<file path="src/rtl/aik_pkg.sv">
// Shared types, constants and tables for the arm inverse kinematics block.
// Used by every module in rtl except aik_sqrt; depends on nothing.
package aik_pkg;

  localparam int unsigned AIK_ITER_DEF = 16;
  localparam int unsigned ANG_W = 28;
  localparam int unsigned COR_IN_W = 34;
  localparam int unsigned COR_W = 56;
  localparam int unsigned COR_SCALE = 20;

  localparam logic signed [ANG_W-1:0] DEG180 = ANG_W'(180 * 65536);
  localparam logic signed [ANG_W-1:0] DEG90 = ANG_W'(90 * 65536);
  localparam logic [15:0] ANG_MAX = 16'd46080;
  localparam logic [15:0] ANG_HOLD_RST = 16'd23040;

  localparam logic [2:0] REG_X_OFF = 3'd0;
  localparam logic [2:0] REG_Y_OFF = 3'd1;
  localparam logic [2:0] REG_Z_OFF = 3'd2;
  localparam logic [2:0] REG_UPPER = 3'd3;
  localparam logic [2:0] REG_LOWER = 3'd4;
  localparam logic [2:0] REG_RMAX = 3'd5;
  localparam logic [2:0] REG_RMIN = 3'd6;
  localparam logic [2:0] REG_PMIN = 3'd7;

  typedef struct packed {
    logic signed [15:0] target_x;
    logic signed [15:0] target_y;
    logic signed [15:0] target_z;
  } in_word_t;

  typedef struct packed {
    logic [15:0] base_angle;
    logic [15:0] shoulder_angle;
    logic [15:0] elbow_angle;
    logic        in_reach;
  } out_word_t;

  typedef enum logic [3:0] {
    MUL_NONE, MUL_XX, MUL_YY, MUL_ZZ, MUL_RMAX, MUL_RMIN, MUL_PMIN,
    MUL_UP, MUL_LO, MUL_UPTOT, MUL_LOUP, MUL_DEL, MUL_MAG
  } mul_op_e;

  typedef enum logic [3:0] {
    ALU_NONE, ALU_PLAN, ALU_TOT, ALU_CHK, ALU_ELEV, ALU_BASE, ALU_LD_SH,
    ALU_LD_EL, ALU_LA_CLAMP, ALU_LA, ALU_SH, ALU_EL
  } alu_op_e;

  typedef enum logic {SQ_PLAN, SQ_LA} sqrt_src_e;

  typedef enum logic [1:0] {COR_ELEV, COR_BASE, COR_LA} cor_src_e;

  typedef struct packed {
    logic      load_in;
    mul_op_e   mul_op;
    alu_op_e   alu_op;
    logic      sqrt_start;
    sqrt_src_e sqrt_src;
    logic      cor_start;
    cor_src_e  cor_src;
    logic      commit;
  } aik_cmd_t;

  typedef struct packed {
    logic ok;
    logic la_clamp;
    logic sqrt_busy;
    logic cor_busy;
  } aik_status_t;

  // Arctangent of 2^-i in 2^-16 degree, rounded to nearest.
  function automatic logic signed [ANG_W-1:0] atan_entry(logic [4:0] i);
    logic signed [ANG_W-1:0] v;
    unique case (i)
      5'd0: v = ANG_W'(2949120);
      5'd1: v = ANG_W'(1740967);
      5'd2: v = ANG_W'(919879);
      5'd3: v = ANG_W'(466945);
      5'd4: v = ANG_W'(234379);
      5'd5: v = ANG_W'(117304);
      5'd6: v = ANG_W'(58666);
      5'd7: v = ANG_W'(29335);
      5'd8: v = ANG_W'(14668);
      5'd9: v = ANG_W'(7334);
      5'd10: v = ANG_W'(3667);
      5'd11: v = ANG_W'(1833);
      5'd12: v = ANG_W'(917);
      5'd13: v = ANG_W'(458);
      5'd14: v = ANG_W'(229);
      5'd15: v = ANG_W'(115);
      5'd16: v = ANG_W'(57);
      5'd17: v = ANG_W'(29);
      5'd18: v = ANG_W'(14);
      5'd19: v = ANG_W'(7);
      5'd20: v = ANG_W'(4);
      5'd21: v = ANG_W'(2);
      5'd22: v = ANG_W'(1);
      default: v = '0;
    endcase
    return v;
  endfunction

endpackage

</file>
<file path="src/rtl/aik_ctrl.sv">
// Controller state machine that sequences the datapath for one target word.
// Depends on aik_pkg for the command and status types.
module aik_ctrl import aik_pkg::*; (
  input  logic        clk_i,
  input  logic        rst_ni,
  input  logic        in_valid_i,
  output logic        in_ready_o,
  output logic        out_valid_o,
  input  logic        out_ready_i,
  input  aik_status_t status_i,
  output aik_cmd_t    cmd_o
);

  typedef enum logic [5:0] {
    ST_IDLE, ST_SQ_X, ST_SQ_Y, ST_SQ_Z, ST_SQ_RMAX, ST_SQ_RMIN, ST_SQ_PMIN,
    ST_SQ_UP, ST_SQ_LO, ST_PLAN, ST_TOT, ST_CHECK, ST_DECIDE,
    ST_PL_START, ST_PL_WAIT, ST_EV_START, ST_EV_WAIT, ST_EV_STORE,
    ST_BS_START, ST_BS_WAIT, ST_BS_STORE, ST_M_UPTOT, ST_LD_SH,
    ST_LA_MAG, ST_LA_CMP, ST_LA_CLAMP, ST_LA_SQ_START, ST_LA_SQ_WAIT,
    ST_LA_COR_START, ST_LA_COR_WAIT, ST_LA_STORE, ST_LA_END,
    ST_ST_SH, ST_M_LOUP, ST_M_DEL, ST_LD_EL, ST_ST_EL, ST_FINISH
  } state_e;

  state_e state_q, state_d;
  logic   elbow_q, elbow_d;
  logic   out_valid_q, out_valid_d;
  logic   out_free;

  assign out_free = !out_valid_q || out_ready_i;

  always_comb begin
    state_d = state_q;
    elbow_d = elbow_q;
    cmd_o = '0;
    cmd_o.mul_op = MUL_NONE;
    cmd_o.alu_op = ALU_NONE;
    cmd_o.sqrt_src = SQ_PLAN;
    cmd_o.cor_src = COR_ELEV;
    unique case (state_q)
      ST_IDLE: if (in_valid_i) begin
        cmd_o.load_in = 1'b1;
        state_d = ST_SQ_X;
      end
      ST_SQ_X: begin cmd_o.mul_op = MUL_XX; state_d = ST_SQ_Y; end
      ST_SQ_Y: begin cmd_o.mul_op = MUL_YY; state_d = ST_SQ_Z; end
      ST_SQ_Z: begin cmd_o.mul_op = MUL_ZZ; state_d = ST_SQ_RMAX; end
      ST_SQ_RMAX: begin cmd_o.mul_op = MUL_RMAX; state_d = ST_SQ_RMIN; end
      ST_SQ_RMIN: begin cmd_o.mul_op = MUL_RMIN; state_d = ST_SQ_PMIN; end
      ST_SQ_PMIN: begin cmd_o.mul_op = MUL_PMIN; state_d = ST_SQ_UP; end
      ST_SQ_UP: begin cmd_o.mul_op = MUL_UP; state_d = ST_SQ_LO; end
      ST_SQ_LO: begin cmd_o.mul_op = MUL_LO; state_d = ST_PLAN; end
      ST_PLAN: begin cmd_o.alu_op = ALU_PLAN; state_d = ST_TOT; end
      ST_TOT: begin cmd_o.alu_op = ALU_TOT; state_d = ST_CHECK; end
      ST_CHECK: begin cmd_o.alu_op = ALU_CHK; state_d = ST_DECIDE; end
      ST_DECIDE: state_d = status_i.ok ? ST_PL_START : ST_FINISH;
      ST_PL_START: begin
        cmd_o.sqrt_start = 1'b1;
        cmd_o.sqrt_src = SQ_PLAN;
        state_d = ST_PL_WAIT;
      end
      ST_PL_WAIT: if (!status_i.sqrt_busy) state_d = ST_EV_START;
      ST_EV_START: begin
        cmd_o.cor_start = 1'b1;
        cmd_o.cor_src = COR_ELEV;
        state_d = ST_EV_WAIT;
      end
      ST_EV_WAIT: if (!status_i.cor_busy) state_d = ST_EV_STORE;
      ST_EV_STORE: begin cmd_o.alu_op = ALU_ELEV; state_d = ST_BS_START; end
      ST_BS_START: begin
        cmd_o.cor_start = 1'b1;
        cmd_o.cor_src = COR_BASE;
        state_d = ST_BS_WAIT;
      end
      ST_BS_WAIT: if (!status_i.cor_busy) state_d = ST_BS_STORE;
      ST_BS_STORE: begin cmd_o.alu_op = ALU_BASE; state_d = ST_M_UPTOT; end
      ST_M_UPTOT: begin cmd_o.mul_op = MUL_UPTOT; state_d = ST_LD_SH; end
      ST_LD_SH: begin
        cmd_o.alu_op = ALU_LD_SH;
        elbow_d = 1'b0;
        state_d = ST_LA_MAG;
      end
      ST_LA_MAG: begin cmd_o.mul_op = MUL_MAG; state_d = ST_LA_CMP; end
      ST_LA_CMP: state_d = status_i.la_clamp ? ST_LA_CLAMP : ST_LA_SQ_START;
      ST_LA_CLAMP: begin cmd_o.alu_op = ALU_LA_CLAMP; state_d = ST_LA_END; end
      ST_LA_SQ_START: begin
        cmd_o.sqrt_start = 1'b1;
        cmd_o.sqrt_src = SQ_LA;
        state_d = ST_LA_SQ_WAIT;
      end
      ST_LA_SQ_WAIT: if (!status_i.sqrt_busy) state_d = ST_LA_COR_START;
      ST_LA_COR_START: begin
        cmd_o.cor_start = 1'b1;
        cmd_o.cor_src = COR_LA;
        state_d = ST_LA_COR_WAIT;
      end
      ST_LA_COR_WAIT: if (!status_i.cor_busy) state_d = ST_LA_STORE;
      ST_LA_STORE: begin cmd_o.alu_op = ALU_LA; state_d = ST_LA_END; end
      ST_LA_END: state_d = elbow_q ? ST_ST_EL : ST_ST_SH;
      ST_ST_SH: begin cmd_o.alu_op = ALU_SH; state_d = ST_M_LOUP; end
      ST_M_LOUP: begin cmd_o.mul_op = MUL_LOUP; state_d = ST_M_DEL; end
      ST_M_DEL: begin cmd_o.mul_op = MUL_DEL; state_d = ST_LD_EL; end
      ST_LD_EL: begin
        cmd_o.alu_op = ALU_LD_EL;
        elbow_d = 1'b1;
        state_d = ST_LA_MAG;
      end
      ST_ST_EL: begin cmd_o.alu_op = ALU_EL; state_d = ST_FINISH; end
      ST_FINISH: if (out_free) begin
        cmd_o.commit = 1'b1;
        state_d = ST_IDLE;
      end
      default: state_d = ST_IDLE;
    endcase
  end

  always_comb begin
    out_valid_d = out_valid_q;
    if (cmd_o.commit) begin
      out_valid_d = 1'b1;
    end else if (out_ready_i) begin
      out_valid_d = 1'b0;
    end
  end

  always_ff @(posedge clk_i or negedge rst_ni) begin
    if (!rst_ni) begin
      state_q <= ST_IDLE;
      elbow_q <= 1'b0;
      out_valid_q <= 1'b0;
    end else begin
      state_q <= state_d;
      elbow_q <= elbow_d;
      out_valid_q <= out_valid_d;
    end
  end

  assign in_ready_o = (state_q == ST_IDLE);
  assign out_valid_o = out_valid_q;

  a_commit_shows: assert property (@(posedge clk_i) disable iff (!rst_ni)
    cmd_o.commit |=> out_valid_q)
    else $error("committed word not presented");
  a_sqrt_free: assert property (@(posedge clk_i) disable iff (!rst_ni)
    cmd_o.sqrt_start |-> !status_i.sqrt_busy)
    else $error("square root started while busy");
  a_cor_free: assert property (@(posedge clk_i) disable iff (!rst_ni)
    cmd_o.cor_start |-> !status_i.cor_busy)
    else $error("CORDIC started while busy");
  a_one_item: assert property (@(posedge clk_i) disable iff (!rst_ni)
    (in_valid_i && in_ready_o) |=> !in_ready_o)
    else $error("second word accepted during work");

endmodule

</file>
<file path="config.mk">
export PLATFORM = sky130hd
export DESIGN_NAME = aik_ctrl
export DESIGN_NICKNAME = d
export VERILOG_FILES = /design/src/rtl/aik_pkg.sv /design/src/rtl/aik_ctrl.sv
export SDC_FILE = /design/constraint.sdc
export NUM_CORES = 1
export LEC_CHECK = 0
export ABC_CLOCK_PERIOD_IN_PS = 4600
export BUFFER_PORTS_ARGS = -buffer_cell sky130_fd_sc_hd__buf_2
export CAP_MARGIN = 20
export CORE_MARGIN = 1.5
export CORE_UTILIZATION = 55
export CTS_CLUSTER_DIAMETER = 150
export CTS_CLUSTER_SIZE = 28
export DETAILED_ROUTE_END_ITERATION = 12
export PLACE_DENSITY = 0.82
export SLEW_MARGIN = 20
export SYNTH_ARGS = -nofsm -noshare
export SYNTH_HDL_FRONTEND = slang
export SYNTH_SLANG_ARGS = --single-unit
export TNS_END_PERCENT = 5
</file>
<file path="constraint.sdc">
create_clock -name clk_i -period 4.6 [get_ports clk_i]
set_clock_uncertainty 0.2 [all_clocks]
set_input_delay 0.92 -clock clk_i [delete_from_list [all_inputs] [get_ports clk_i]]
set_output_delay 0.92 -clock clk_i [all_outputs]
set_load 0.01 [all_outputs]
</file>
# After elaboration in Yosys (flattened, before gate mapping)
# Cells that the tools add are included.
# totals
ff_bits	8
latchBits	0
ram_bits	0
mem_bits_ro	0
inputBits	8
out_inout_bits	17
wordCells	77
memories	0
# op_classes
add_sub_neg	0
multipliers	0
div_mod_pow	0
order_cmp	0
eq_ne	44
shift	0
n_mux	22
bitwise	0
reduce_logical	8
# op_table
operator	count
6-bit one-hot mux with 36 select lines	1
6-bit by 5-bit == test with 1-bit output, second input constant	16
6-bit by 4-bit == test with 1-bit output, second input constant	8
6-bit 2-to-1 mux	8
4-bit one-hot mux with 12 select lines	1
4-bit one-hot mux with 11 select lines	1
6-bit == test, second input constant	6
6-bit by 3-bit == test with 1-bit output, second input constant	4
2-bit inequality test, second input constant	7
6-bit by 2-bit == test with 1-bit output, second input constant	2
3-bit one-hot mux with 3 select lines	1
7-bit AND reduction	1
6-bit by 1-bit == test with 1-bit output, second input constant	1
6-bit logical NOT	1
1-bit 2-to-1 mux	6
2-bit one-hot mux with 2 select lines	1
2-bit nonzero test	2
2-bit OR reduction	2
3-bit 2-to-1 mux	1
2-bit 2-to-1 mux	1
1-bit one-hot mux with 2 select lines	1
1-bit logical NOT	1
1-bit logical OR	1

# Longest topological paths before layout
# Gate-level depths: netlist (run 1).
# logic_depth
word_depth	5
mapped_depth	6
ltp_nobuf	4

# Worst setup path before layout (run 1)
# OpenSTA, ideal clock, no wires.
# synth_timing
kind	register to output
start	register state_q[1]
end	output cmd_o[3] in the netlist's numbering
arrival_ps	1560
required_ps	3480
slack_ps	1920
stages_incl_launch_ff	7
n_path_buf	2
path_cell_list	dfrtp_1 buf_2 clkbuf_1 or3b_2 o21ai_0 nand3b_1 a21oi_1
# synth_lines
element	line	source
start: declaration	aik_ctrl.sv:24	state_e state_q, state_d;
start signal: assignment	aik_ctrl.sv:131	state_q <= state_d;
end: declaration	aik_ctrl.sv:11	output aik_cmd_t cmd_o

==> results.cfg, run 1 <==
[outcome]
run_status = complete, no violations

[clock_tree]
post_cts.repair.setup_buffers = 0
cts_buffer_depth = 2
cts_sinks = 8
cts.repair.resized = 0
cts_buffers = 3
cts_root_buf = clkbuf_4
cts_hold_buf = 0
clk_latency_ns = 0.25
cts.clk_slew.worst_paths_ns = 0.05
cts.htree.levels = 1
cts_tree = built

[global_routing]
met3_usage_pct = 6.15
grt_pass1_vias = 929
grt_pass1_wl_um = 4000
overflow = 0
global_route.usage.met1_pct = 35.3
grt_util_met2_pct = 38.9
grt_max_degree = 37
grt_usage_pct = 25.1
antenna_found_initial = 0
grt-busiest-layer = met2

[synth]
synth.top_cells.by_area = dfrtp_1 (19%), nor2b_1 (5.9%), a21oi_1 (5.2%)
yosys_warnings = 0
synth_edf_count = 0
async_flop_share_pct = 100
synth_top_area_share_pct = 19.0
synth_ff_type = dfrtp_1
seq_area_frac_synth_pct = 19.0
ys_types = 52
post_synth.cell_area_avg_sq_um = 7.47
synthCells = 141
synth_area_sq_um = 1050
syn-num-nets = 149
yosysTopAreaCell = dfrtp_1
synth-seq-cells = 8

[detailed_routing]
vias = 1098
ant_nets = 0
first_pass_iters = 4
drc_errors = 0
wl_um = 2460
drt-vias-per-instance = 6.27
drtIter0Drc = 21
wl_per_cell_um = 14.0

[floorplan]
dieWidth_um = 46.8
dieArea_sq_um = 2190
initial_core_util_pct = 59.7
ios = 25
std_cell_rows = 15
design.core.area_sq_um = 1760
die_y_um = 46.8

[sta]
setup_viol = 0
relSlewSlack_pct = 33.9
final_max_slew_viol_count = 0
period_needed_ns = 3.38
hold_viol = 0
tightest_slew_ns = 0.991
max_freq_mhz = 296
fin_crit_sh_pct = 73.4
fin_ws_ns = 1.22
setup-tns-final_ns = 0
rsz0062_at_grt = false

[placement]
dp_hpwl_um = 1630
portBuffers = 24
gp_congestion = 0.819
preCtsSetupSlack_ns = 1.53

[worst_setup_path]
endpoint_kind = output pin
crit_slowest_cell = dfrtp_1
crit_chain = or3b_2 -> o21ai_0 -> nand3b_1 -> a21oi_1 -> buf_2
reg2reg_depth = 4
reg2reg_slack_ns = 2.02
crit_path_max_incr_delay_ns = 0.99
critPathMaxFanout = 36
r2r-start = state_q[1]
r2r-end = state_q[0]
required_ns = 3.48
path_class = reg -> out
worst_ep_arrival_time_ns = 2.26
startpoint_type = register

[cells_and_area]
drive_gt1_share_pct = 23.3
final_cell_mix = buf_2 (24), a21oi_1 (11), nor2b_1 (10), nor2_1 (10), dfrtp_1 (8)
final_nets = 160
syn_to_final_growth_pct = 9.14
antenna_cells = 0
final_common_cell = buf_2

[power]
p_per_area_nw_per_um2 = 589
p_leak_nw = 0.477
irDropWorstVdd_mv = 0.430
power.total_mw = 0.678

[hold_path]
worstHoldPathType = in -> async

[flow_run]
cap_violations = 0
-- worst max-delay path by stage --
stage,startpoint,endpoint,cells past startpoint
final,state_q[1],cmd_o[3],5
after global routing,state_q[1],cmd_o[13],5
after CTS,state_q[1],cmd_o[3],5
after global placement,state_q[4],cmd_o[9],5
after detailed placement,state_q[1],cmd_o[3],5
after floorplan,state_q[1],cmd_o[3],6
-- cells in the mapped netlist (all sizes together), types with 2 or more instances --
master,number
a21oi,11
nor2,10
nor2b,10
buf,9
clkbuf,9
dfrtp,8
nand2,7
o21ai,7
nor4,5
inv,4
nand3,4
nand3b,4
nand2b,3
nor3,3
o21a,3
o31ai,3
or3,3
or4,3
a2111oi,2
a21o,2
a31oi,2
a32oi,2
mux2,2
nor3b,2
or3b,2
-- cell type report --
class	instances	area, sq um
fillers	171	614
clock buffers	3	22.5
flip-flops and latches	8	200
multi-input cells	111	761
repair buffers	24	120
well taps	25	31.3
inverters	4	15.0
-- where the power goes --
group	switching (mW)	internal, mW	total [mW]
registers	0.161	0.0904	0.251
clock network	0.0226	0.0298	0.0523
logic	0.185	0.189	0.374
total	0.368	0.310	0.678
-- registers in the layout (all words and copies together) (netlist names) --
name         count
state_q          6
elbow_q          1
out_valid_o      1
-- worst max-delay path: cells and delay by family, from the launching register on --
family | cells | cell delay (ns)
flip-flops | 1 | 0.99
AND/OR/NAND/NOR | 2 | 0.60
AO/OA/AOI/OAI | 2 | 0.26
buffers and inverters | 1 | 0.16
-- cell families after synthesis --
kind of cell	share of synthesized area (%)
buffers and inverters	8.79
AND/OR/NAND/NOR	37.2
flip-flops	19.0
AO/OA/AOI/OAI	31.1
XOR/XNOR	0.832
multiplexers	3.09
-- routing by layer --
layer / vias to the layer above / wire [um] / part of all wire [%]
met5: - / 0 / 0
met4: 0 / 0 / 0
met3: 0 / 160 / 6.5
met2: 42 / 1210 / 49
met1: 506 / 1090 / 44
li1: 550 / - / -
-- through the flow --
step / cells / util (%) / instance area (sq um) / hold slack (ns)
after floorplan: 141 / - / 1050 / 0.306
after global placement: 172 / 63.9 / 1130 / 0.333
after detailed placement: 172 / 63.9 / 1130 / 0.351
after CTS: 175 / 65.2 / 1150 / 0.295
after global routing: 175 / 65.2 / 1150 / 0.297
final: 175 / 65.2 / 1150 / 0.296
Note: power is estimated with default switching activity, not from simulation.
==> inputs of run 2 (changes only) <==
Settings changed: ABC_AREA set to 1, ABC_CLOCK_PERIOD_IN_PS 4600 to 2900, CORE_UTILIZATION 55 to 48, PLACE_DENSITY 0.82 to 0.75.
Clock period 4.6 ns to 2.9 ns, I/O delays scaled along.
==> results.cfg, run 2 <==
[flow_run]
cap_violations = 0

[synth]
synth_area_sq_um = 1070
synth_top_area_share_pct = 20.7
synth.most_common_cell = nand2_1
seq_area_frac_synth_pct = 18.7
synth_ff_type = dfrtp_1
synth_edf_count = 0
synthCells = 198
yosys_warnings = 0
ys_types = 20
yosysTopAreaCell = nand2_1
synth.top_cells.by_area = nand2_1 (21%), dfrtp_1 (19%), nand3_1 (18%)
synth.top_cells.by_count = nand2_1 (59), nand3_1 (38), nor2_1 (25)
post_synth.cell_area_avg_sq_um = 5.41
synth-seq-cells = 8
async_flop_share_pct = 100
syn-num-nets = 206

[clock_tree]
cts.clk_slew.worst_paths_ns = 0.07
cts_buffers = 3
cts.htree.levels = 1
clk_latency_ns = 0.27
cts_buffer_depth = 2
cts_root_buf = clkbuf_4
cts_sinks = 8
cts_tree = built

[power]
clkPwrFrac_pct = 8.5
sw_frac_of_total_pct = 59.1
p_sw_mw = 0.668
p_per_area_nw_per_um2 = 909
p_leak_nw = 0.844
p_comb_share_pct = 72.7
power.total_mw = 1.13
irDropWorstVdd_mv = 0.757
p_seq_share_pct = 18.8
p_int_mw = 0.463

[sta]
rsz0062_at_grt = false
setup-tns-final_ns = 0
fin_crit_sh_pct = 89.4
final_max_slew_viol_count = 0
period_needed_ns = 2.59
hold_viol = 0
tightest_slew_ns = 0.653
max_freq_mhz = 386
setup_viol = 0
relSlewSlack_pct = 56.4

[floorplan]
ios = 25
dieWidth_um = 50.2
std_cell_rows = 16
die_y_um = 50.2
dieArea_sq_um = 2520
design.core.area_sq_um = 2020
initial_core_util_pct = 53.0

[cells_and_area]
seq_area_sq_um = 200
regMostFlops = state_q
drive_gt1_share_pct = 19.3
n_fill_cell = 202
syn_to_final_growth_pct = 16.2
final_cell_mix = nand2_1 (59), nand3_1 (38), inv_1 (24), nor2_1 (24), buf_2 (24)
antenna_cells = 0
final_nets = 233
finish.instance_area_sq_um = 1240
largest_reg_flops = 6
final_common_cell = nand2_1
final_core_util_pct = 61.6
multiInputGateArea_sq_um = 731

[placement]
portBuffers = 24
dp_hpwl_um = 2790
gp_congestion = 0.947
placed_area_sq_um = 1210

[global_routing]
grt_pass1_vias = 1239
grt_max_degree = 17
overflow = 0
antenna_found_initial = 0
grt_usage_pct = 30.4
grt_pass1_wl_um = 5780

[detailed_routing]
drtIter0Drc = 164
drc_errors = 0
drt-vias-per-instance = 5.80
vias = 1450
wl_um = 3610
wl_per_cell_um = 14.4
first_pass_iters = 5
ant_nets = 0

[worst_setup_path]
critPathMaxFanout = 16
endpoint_kind = output pin
worst_ep_arrival_time_ns = 1.81
path_class = reg -> out
startpoint_type = register
required_ns = 2.12

[outcome]
run_status = complete, no violations

[hold_path]
worstHoldPathType = reg -> reg
-- run 2: cell count changes after synthesis, moves of 5 or more --
cell      delta
inv_1       +20
a21oi_1      -9
clkbuf_1     -9
inv_2        +5
nor2b_1     -10
nand3_1     +34
nand2_1     +52
nand4_1      +9
nor2_1      +15
-- run 2: through the flow --
stage               setup WS, ns  hold WS (ns)  std cells
floorplan                  0.931        0.0844        198
global placement           0.527         0.231        246
detailed placement         0.496         0.240        246
CTS                        0.228         0.275        250
global route               0.217         0.290        250
finish                     0.307         0.277        250
-- run 2: per-layer routing --
layer | up-vias | global-route usage [%] | part of all wire (%)
met5 | - | 0 | 0
met4 | 0 | 13.9 | 3.4
met3 | 20 | 7.74 | 13
met2 | 115 | 46.7 | 42
met1 | 619 | 39.6 | 42
li1 | 696 | - | -
-- run 2: kinds of logic (layout without fill, tap and decap cells) --
group / Yosys count / in the layout / share of synthesized area (%)
buffers and inverters: 35 / 60 / 13.3
AND/OR/NAND/NOR: 144 / 144 / 62.1
AO/OA/AOI/OAI: 11 / 11 / 5.84
flip-flops: 8 / 8 / 18.7
-- run 2: area by class of cell --
| cell class | count | share of cell area, % |
|---|---|---|
| Multi-Input combinational cell | 155 | 58.7 |
| Sequential cell | 8 | 16.1 |
| Timing Repair Buffer | 27 | 11.7 |
| Inverter | 30 | 9.05 |
| Tap cell | 27 | 2.71 |
| Clock buffer | 3 | 1.81 |
-- run 2: what timing repair did --
action	in CTS	in global routing
setup buffers	0	0
gates resized for setup	0	1
hold buffers	1	0
endpoints found under the hold margin	8	0
endpoints found under the setup margin	0	1
-- run 2: power groups by stage --
stage / combinational (mW) / clock, mW / sequential, mW
after floorplan: 0.579 / 0 / 0.203
after global placement: 0.804 / 0 / 0.207
after detailed placement: 0.798 / 0 / 0.213
after CTS: 0.802 / 0.0911 / 0.211
after global routing: 0.914 / 0.0970 / 0.218
final: 0.822 / 0.0966 / 0.213
-- run 2: critical path: stages (launching register included) --
cell	delay, ns
dfrtp_1	0.42
nor2_2	0.54
nand3_1	0.28
nand4_1	0.17
buf_2	0.14
-- run 2: final timing paths --
kind                            start    endpoint  slack, ns  cells after the start
hold reg to reg               elbow_q     elbow_q       0.28                      2
min in group asynchronous      rst_ni  state_q[0]       0.49                      2
setup / recovery           state_q[4]    cmd_o[6]       0.31                      4
max in group asynchronous      rst_ni  state_q[5]       1.82                      2
setup reg to reg           state_q[4]  state_q[1]       0.85                      9
hold / removal                elbow_q     elbow_q       0.28                      2
